### config.mk
export PLATFORM = sky130hd
export DESIGN_NAME = c2s_sqrt_pipe
export DESIGN_NICKNAME = d
export VERILOG_FILES = /design/src/design/cube_to_sphere_map_macros.svh /design/src/design/c2s_pkg.sv /design/src/design/c2s_sqrt_pipe.sv
export SDC_FILE = /design/constraint.sdc
export NUM_CORES = 2
export LEC_CHECK = 0
export CORE_MARGIN = 3
export CORE_UTILIZATION = 35
export DETAILED_ROUTE_END_ITERATION = 6
export DONT_BUFFER_PORTS = 1
export PLACE_DENSITY_LB_ADDON = 0.12
export RECOVER_POWER = 100
export SLEW_MARGIN = 30
export SYNTH_ARGS = -nofsm -noshare
export SYNTH_HDL_FRONTEND = slang
export SYNTH_SLANG_ARGS = --single-unit
### constraint.sdc
create_clock -name clk_i -period 12 [get_ports clk_i]
set_input_delay 2.4 -clock clk_i [delete_from_list [all_inputs] [get_ports clk_i]]
set_output_delay 2.4 -clock clk_i [all_outputs]
set_load 0.03 [all_outputs]
### src/design/cube_to_sphere_map_macros.svh
// ----------------------------------------------------------------------------
// cube_to_sphere_map_macros.svh
// Assertion helpers shared by the cube-to-sphere mapping design. The
// expanding module provides clk_i, rst_ni and LATENCY.
// ----------------------------------------------------------------------------
`ifndef CUBE_TO_SPHERE_MAP_MACROS_SVH
`define CUBE_TO_SPHERE_MAP_MACROS_SVH

// Check a property on every rising edge outside reset.
`define C2S_ASSERT(lbl, prop, msg) \
  lbl: assert property (@(posedge clk_i) disable iff (!rst_ni) prop) \
    else $error(msg);

// Check that an accepted word with a given cause shows the effect at the output.
`define C2S_ASSERT_LAT(lbl, cause, effect, msg) \
  `C2S_ASSERT(lbl, (cause) |-> ##LATENCY (effect), msg)

`endif

### src/design/c2s_pkg.sv
// ----------------------------------------------------------------------------
// c2s_pkg
// Widths, pipeline depths and shared types of the cube-to-sphere mapping.
// ----------------------------------------------------------------------------
package c2s_pkg;

  localparam int FRAC_BITS  = 16;
  localparam int FIELD_W    = 18;
  localparam int LANES      = 3;

  localparam int MAG_W      = FRAC_BITS + 1;
  localparam int SQ_W       = 2 * FRAC_BITS + 1;
  localparam int HALF_W     = 2 * FRAC_BITS;
  localparam int T_W        = 2 * FRAC_BITS;
  localparam int PLO_W      = SQ_W + 2 * FRAC_BITS;

  localparam int ONE        = 1 << FRAC_BITS;
  localparam logic [MAG_W-1:0] MAG_ONE = {1'b1, {FRAC_BITS{1'b0}}};

  // floor(n / 3) = (n * DIV3_MUL) >> DIV3_SHIFT for n <= 2^(2*FRAC_BITS);
  // DIV3_MUL = 2^(2*FRAC_BITS) + DIV3_LO.
  localparam int DIV3_SHIFT = 2 * FRAC_BITS + 2;
  localparam logic [63:0] DIV3_MUL = ((64'd1 << DIV3_SHIFT) + 64'd2) / 64'd3;
  localparam logic [2*FRAC_BITS-1:0] DIV3_LO = DIV3_MUL[2*FRAC_BITS-1:0];

  localparam int SQRT_ITERS  = FRAC_BITS + 1;
  localparam int SQRT_STAGES = (SQRT_ITERS + 1) / 2;
  localparam int PRE_STAGES  = 6;
  localparam int LATENCY     = PRE_STAGES + SQRT_STAGES + 2;

  typedef struct packed {
    logic             neg;
    logic [MAG_W-1:0] mag;
  } lane_side_t;

endpackage

### src/design/c2s_sqrt_pipe.sv
// ----------------------------------------------------------------------------
// c2s_sqrt_pipe
// Pipelined integer square root for three lanes, two root bits per stage,
// with per-lane side data carried alongside.
// ----------------------------------------------------------------------------
module c2s_sqrt_pipe (
  input  logic                        clk_i,
  input  logic                        rst_ni,
  input  logic                        valid_i,
  input  logic [c2s_pkg::SQ_W-1:0]    rad_i  [c2s_pkg::LANES],
  input  c2s_pkg::lane_side_t         side_i [c2s_pkg::LANES],
  output logic                        valid_o,
  output logic [c2s_pkg::MAG_W-1:0]   root_o [c2s_pkg::LANES],
  output c2s_pkg::lane_side_t         side_o [c2s_pkg::LANES]
);
  import c2s_pkg::*;

  localparam int RES_W = SQ_W + 1;

  typedef struct packed {
    logic [SQ_W-1:0]  rem;
    logic [RES_W-1:0] res;
  } acc_t;

  function automatic logic [RES_W-1:0] sqrt_probe(input int k);
    return {{(RES_W-1){1'b0}}, 1'b1} << (2 * FRAC_BITS - 2 * k);
  endfunction

  function automatic acc_t sqrt_step(input acc_t a, input logic [RES_W-1:0] probe);
    acc_t             o;
    logic [RES_W-1:0] trial;
    trial = a.res + probe;
    if ({1'b0, a.rem} >= trial) begin
      o.rem = a.rem - trial[SQ_W-1:0];
      o.res = (a.res >> 1) + probe;
    end else begin
      o.rem = a.rem;
      o.res = a.res >> 1;
    end
    return o;
  endfunction

  logic [SQRT_STAGES-1:0] valid_q;
  acc_t                   acc_q  [SQRT_STAGES][LANES];
  lane_side_t             side_q [SQRT_STAGES][LANES];

  always_ff @(posedge clk_i or negedge rst_ni) begin
    if (!rst_ni) begin
      valid_q <= '0;
    end else begin
      valid_q <= {valid_q[SQRT_STAGES-2:0], valid_i};
    end
  end

  for (genvar g = 0; g < SQRT_STAGES; g++) begin : g_stage
    logic       valid_in;
    acc_t       acc_in  [LANES];
    lane_side_t side_in [LANES];
    acc_t       acc_d   [LANES];

    if (g == 0) begin : g_head
      assign valid_in = valid_i;
      for (genvar l = 0; l < LANES; l++) begin : g_lane
        assign acc_in[l]  = '{rem: rad_i[l], res: '0};
        assign side_in[l] = side_i[l];
      end
    end else begin : g_body
      assign valid_in = valid_q[g-1];
      assign acc_in   = acc_q[g-1];
      assign side_in  = side_q[g-1];
    end

    always_comb begin
      acc_t a;
      for (int l = 0; l < LANES; l++) begin
        a = acc_in[l];
        for (int j = 0; j < 2; j++) begin
          if (2 * g + j < SQRT_ITERS) begin
            a = sqrt_step(a, sqrt_probe(2 * g + j));
          end
        end
        acc_d[l] = a;
      end
    end

    always_ff @(posedge clk_i) begin
      if (valid_in) begin
        acc_q[g]  <= acc_d;
        side_q[g] <= side_in;
      end
    end
  end

  assign valid_o = valid_q[SQRT_STAGES-1];
  assign side_o  = side_q[SQRT_STAGES-1];

  for (genvar l = 0; l < LANES; l++) begin : g_root
    assign root_o[l] = acc_q[SQRT_STAGES-1][l].res[MAG_W-1:0];
  end

endmodule

# --- Yosys cells after proc, flatten, opt, wreduce, memory -nomap -nowiden ---
# Memories as Yosys holds them, arrays and structs flattened.
# Index checks and enable logic that the tools add are counted.
# W data, S select, Z words.
op_classes:
  n_addsub: 147
  magnitude_cmp: 51
  n_mux: 69
ops:
  columns: ["op", "count"]
  rows:
  - ["$mux W67", 51]
  - ["$ge A33 B34 Y1", 48]
  - ["$sub A33 B33 Y33", 48]
  - ["$add A33 B1 Y34 const B", 3]
  - ["$add A33 B11 Y34 const B", 3]
  - ["$add A33 B13 Y34 const B", 3]
  - ["$add A33 B15 Y34 const B", 3]
  - ["$add A33 B17 Y34 const B", 3]
  - ["$add A33 B19 Y34 const B", 3]
  - ["$add A33 B21 Y34 const B", 3]
  - ["$add A33 B23 Y34 const B", 3]
  - ["$add A33 B25 Y34 const B", 3]
  - ["$add A33 B27 Y34 const B", 3]
  - ["$add A33 B29 Y34 const B", 3]
  - ["$add A33 B3 Y34 const B", 3]
  - ["$add A33 B31 Y34 const B", 3]
  - ["$add A33 B5 Y34 const B", 3]
  - ["$add A33 B7 Y34 const B", 3]
  - ["$add A33 B9 Y34 const B", 3]
  - ["$add A34 B1 Y34 const B", 3]
  - ["$add A34 B11 Y34 const B", 3]
  - ["$add A34 B13 Y34 const B", 3]
  - ["$add A34 B15 Y34 const B", 3]
  - ["$add A34 B17 Y34 const B", 3]
  - ["14 further kinds", 57]
totals:
  reg_bits: 9
  ramBits: 2295
  inputBits: 156
  out_inout_bits: 106
  memories: 2
mem_list:
  columns: ["memory", "depth", "word_bits", "read_ports", "rd_ports_with_merged_regs", "wr", "line_no", "text"]
  rows:
  - ["acc_q", 9, 201, 9, 0, 9, "c2s_sqrt_pipe.sv:44", "acc_t acc_q [SQRT_STAGES][LANES];"]
  - ["side_q", 9, 54, 9, 0, 9, "c2s_sqrt_pipe.sv:45", "lane_side_t side_q [SQRT_STAGES][LANES];"]

# --- Longest topological paths before layout ---
# An unclocked memory read counts as a cell.
depth:
  ltp_word: 7
  depth_mapped: 29

# --- Worst setup path before layout ---
# Ideal clock, no wire load.
synth_path:
  kind: "register to register"
  startpoint: "memory acc_q[1][520] (netlist name)"
  endpoint: "memory acc_q[1][715] (netlist name), data pin"
  setup_time_ns: 0.260
  arrival_time_ns: 5.519
  required_time_ns: 11.740
  slack_ns: 6.220
  stages_incl_launch_ff: 26
  period_less_slack_ns: 5.780
  path_cell_list: "edfxtp_1 ha_1 buf_4 nand4_1 or4_4 o31ai_4 nand2b_1 buf_2 inv_1 clkbuf_1 o21ai_0 ha_1 a21o_1 a21oi_1 nand2_1 a221o_1 a221oi_1 o21ai_1 nand2_1 nand4b_4 nor4_4 and3_1 buf_4 inv_2 buf_6 mux2_4"
synth_lines:
  columns: ["element", "line_no"]
  rows:
  - ["start: declaration", "c2s_sqrt_pipe.sv:44"]

==> results.sh <==
export IMPL_violations="capacitance limit, slew limit"
export IMPL_hold_path_startpoint="side_q[4][4]"
export IMPL_cts_buffers=175
export IMPL_powerDensity_nw_per_um2=199.5
export IMPL_fin_crit_sh_pct=74.02
export IMPL_drc=0
export IMPL_crit_fanout=28
export IMPL_place_inst=10050
export IMPL_grt_pass1_wl_mm=304.6
export IMPL_synth_largest_area_cell="edfxtp_1"
export IMPL_relSlewSlack_pct=-141.3
export IMPL_rr_startpoint="acc_q[1][507]"
export IMPL_hpwl_mm=145.7
export IMPL_finalClockSkew_ns=0.05977
export IMPL_synth_top_cells_by_count="edfxtp_1, nor2_1, ha_1"
export IMPL_syn_avg_cell_area_um2=11.78
export IMPL_hold_viol=0
export IMPL_syn_inst=7006
export IMPL_holdBufCountCts=0
export IMPL_final_cells=10380
export IMPL_grt_antenna_before_repair=6
export IMPL_place_port_buffers=0
export IMPL_power_mw=18.32
export IMPL_slew_violations=1353
export IMPL_avgRoutedWirePerCell_um=18.59
export IMPL_tightestPinTransition_ns=3.620
export IMPL_initial_core_util_pct=35.34
export IMPL_io_pins=262
export IMPL_clock_sinks=1554
export IMPL_p_leak_nw=34.34
export IMPL_ctsHtreeMaxLevel=4
export IMPL_synth_most_common_cell="edfxtp_1"
export IMPL_cp_data_arrival_time_ns=9.43
export IMPL_ys_types=111
export IMPL_die_area_um2=241600
export IMPL_irDropWorstVdd_v=0.0001480
export IMPL_path_class="flip-flop to flip-flop"
export IMPL_vias=52910
export IMPL_synth_area_leaders="edfxtp_1, ha_1, xnor2_1"
export IMPL_yosysWarnings=0
export IMPL_hold_depth=0
export IMPL_vias_per_cell=5.098
export IMPL_worst_r2r_path_depth=23
export IMPL_cts_tree="done"
export IMPL_root_buffer="clkbuf_16"
export IMPL_synthFlopType="edfxtp_1"
export IMPL_drtPass1Iterations=5
export IMPL_cap_violations=31
export IMPL_cts_buffer_depth=3
export IMPL_ys_seq_area_share_pct=56.51
export IMPL_clock_latency_ns=0.83
export IMPL_layout_nets=7768
export IMPL_cts_reportedPaths_clkPinSlew_ns=0.06
export IMPL_fin_tns_setup_ns=0
export IMPL_setup_slack_ns=3.118
export IMPL_first_iter_violations=3588
export IMPL_rr_endpoint="acc_q[1][717]"
export IMPL_syn_area_um2=82500
export IMPL_cts_resized=0
export IMPL_grt_pass1_vias=53070
export IMPL_critPathRequiredTime_ns=12.55
export IMPL_max_freq_mhz=112.6
export IMPL_antenna_left=0
export IMPL_rows=177
export IMPL_drive_gt1_share_pct=5.465
export IMPL_fin_crit_ns=8.882
export IMPL_overflow=0
export IMPL_utilization_pct=39.33
export IMPL_synth_edff_count=1545
export IMPL_ys_seq_elements=1554
export IMPL_min_to="side_q[5][4]"
export IMPL_worstHoldPathType="flip-flop to flip-flop"
export IMPL_synthesis_nets=7681
export IMPL_routabilityCongestion=0.8554
export IMPL_die_height_um=491.5
export IMPL_area_growth_pct=11.29
export IMPL_r2r_setup_slack_ns=3.12
export IMPL_wl_mm=193.0
export IMPL_end_kind="flip-flop"
export IMPL_rsz0062_at_grt="no"
export IMPL_async_flop_share_pct=0.5792
export IMPL_place_ws_ns=4.717
export IMPL_fillCellCount=22370
export IMPL_die_width_um=491.5
export IMPL_start_kind="flip-flop"
export IMPL_setup_viol=0
export IMPL_grt_max_degree=161
export IMPL_core_area_um2=233400
export IMPL_grt_usage_pct=15.74
export IMPL_post_synth_top_area_fraction_pct=56.24
export IMPL_status="finished with violations"
export IMPL_post_cts_buffers=0
==> logic make-up (layout without fill, tap and decap cells) <==
family                   after synthesis  count (layout)  share of synthesized area, %
AO/OA/AOI/OAI                       1438            1438                         11.32
XOR/XNOR                             589             589                         6.262
adder cells (fa/ha/maj)              519             519                         7.872
buffers and inverters                579             819                         2.738
flip-flops                          1554            1554                         56.51
multiplexers                         107             107                         1.429
other                                  0               1                             0
AND/OR/NAND/NOR                     2220            2220                         13.86
==> state kept, by name (all words and copies together), names as in the netlist <==
register and count:
side_q 486, acc_q 1059, valid_q 9
==> power breakdown <==
group / internal (mW) / leakage [nW] / total (mW) / switching (mW)
Sequential: 6.93 / 14.8 / 7.46 / 0.532
Combinational: 2.28 / 16.7 / 5.46 / 3.18
Clock: 3.13 / 2.84 / 5.40 / 2.27
==> per-stage QoR <==
step / area (µm²) / hold WS (ns)
2_1_floorplan: 82500 / 0.4003
3_3_place_gp: 86190 / 0.4001
3_5_place_dp: 86240 / 0.4045
4_1_cts: 92160 / 0.4044
5_1_grt: 91810 / 0.4145
6_report: 91810 / 0.4031
==> worst max path at each step <==
stage / start / end / slack, ns / depth (start not counted)
4_1_cts: acc_q[1][507] / acc_q[1][717] / 4.70 / 22
5_1_grt: acc_q[1][507] / acc_q[1][715] / 2.27 / 23
6_report: acc_q[1][507] / acc_q[1][717] / 3.12 / 23
3_3_place_gp: acc_q[1][507] / acc_q[1][717] / 4.78 / 22
3_5_place_dp: acc_q[1][507] / acc_q[1][717] / 4.72 / 22
2_1_floorplan: acc_q[1][520] / acc_q[1][715] / 6.22 / 25
==> area by class of cell <==
class	count	area (µm²)	area share [%]
clock buffer	213	4594	5.004
clock inverter	117	1323	1.440
antenna	1	2.502	0.002726
inverter	449	1687	1.837
multi-input combinational	4873	33470	36.45
timing repair buffer	40	201.4	0.2194
sequential	1554	46620	50.78
tap	3132	3919	4.268
==> metal layers <==
metal,vias up,track usage (%),part of all wire (%)
met5,-,0,0.023
met4,6,3.985,2.2
met3,258,2.991,4.4
met2,1006,24.37,43
met1,25130,22.64,50
li1,26510,-,-
==> cells in the final DEF (no fill, tap or decap), types with 49 or more instances in the layout <==
cell type,n
nand2_1,505
nand4_1,112
edfxtp_1,1545
ha_1,519
nor3_1,174
nand3_1,141
a21o_1,137
xnor2_1,368
or3_1,72
nor4_1,164
clkbuf_1,66
o21a_1,88
a211oi_1,56
nor2_1,550
or4_1,50
nor2b_1,69
o21ai_0,323
nand2b_1,92
xor2_1,220
mux2_2,49
inv_1,442
o31ai_1,66
a21oi_1,403
clkbuf_16,177
==> worst max-delay path: stages, from the launching register on <==
cell      delay (ns)
edfxtp_1        0.54
inv_1           0.08
ha_1            0.22
nand2b_1        0.17
a211oi_1        0.59
o211ai_1        0.26
and3_1          0.31
nand2b_1        0.12
clkbuf_1        1.10
and3_1          0.31
a22o_1          0.17
ha_1            0.27
and3_1          0.25
nand2_1         0.14
nand2_1         0.07
a221o_1         0.35
a221oi_1        0.27
o21ai_0         0.25
nand2_1         0.18
nand4b_1        0.28
nor4_1          0.89
and3_1          0.73
inv_1           0.58
mux2_1          0.47
Power figures use the tool's default switching activity.
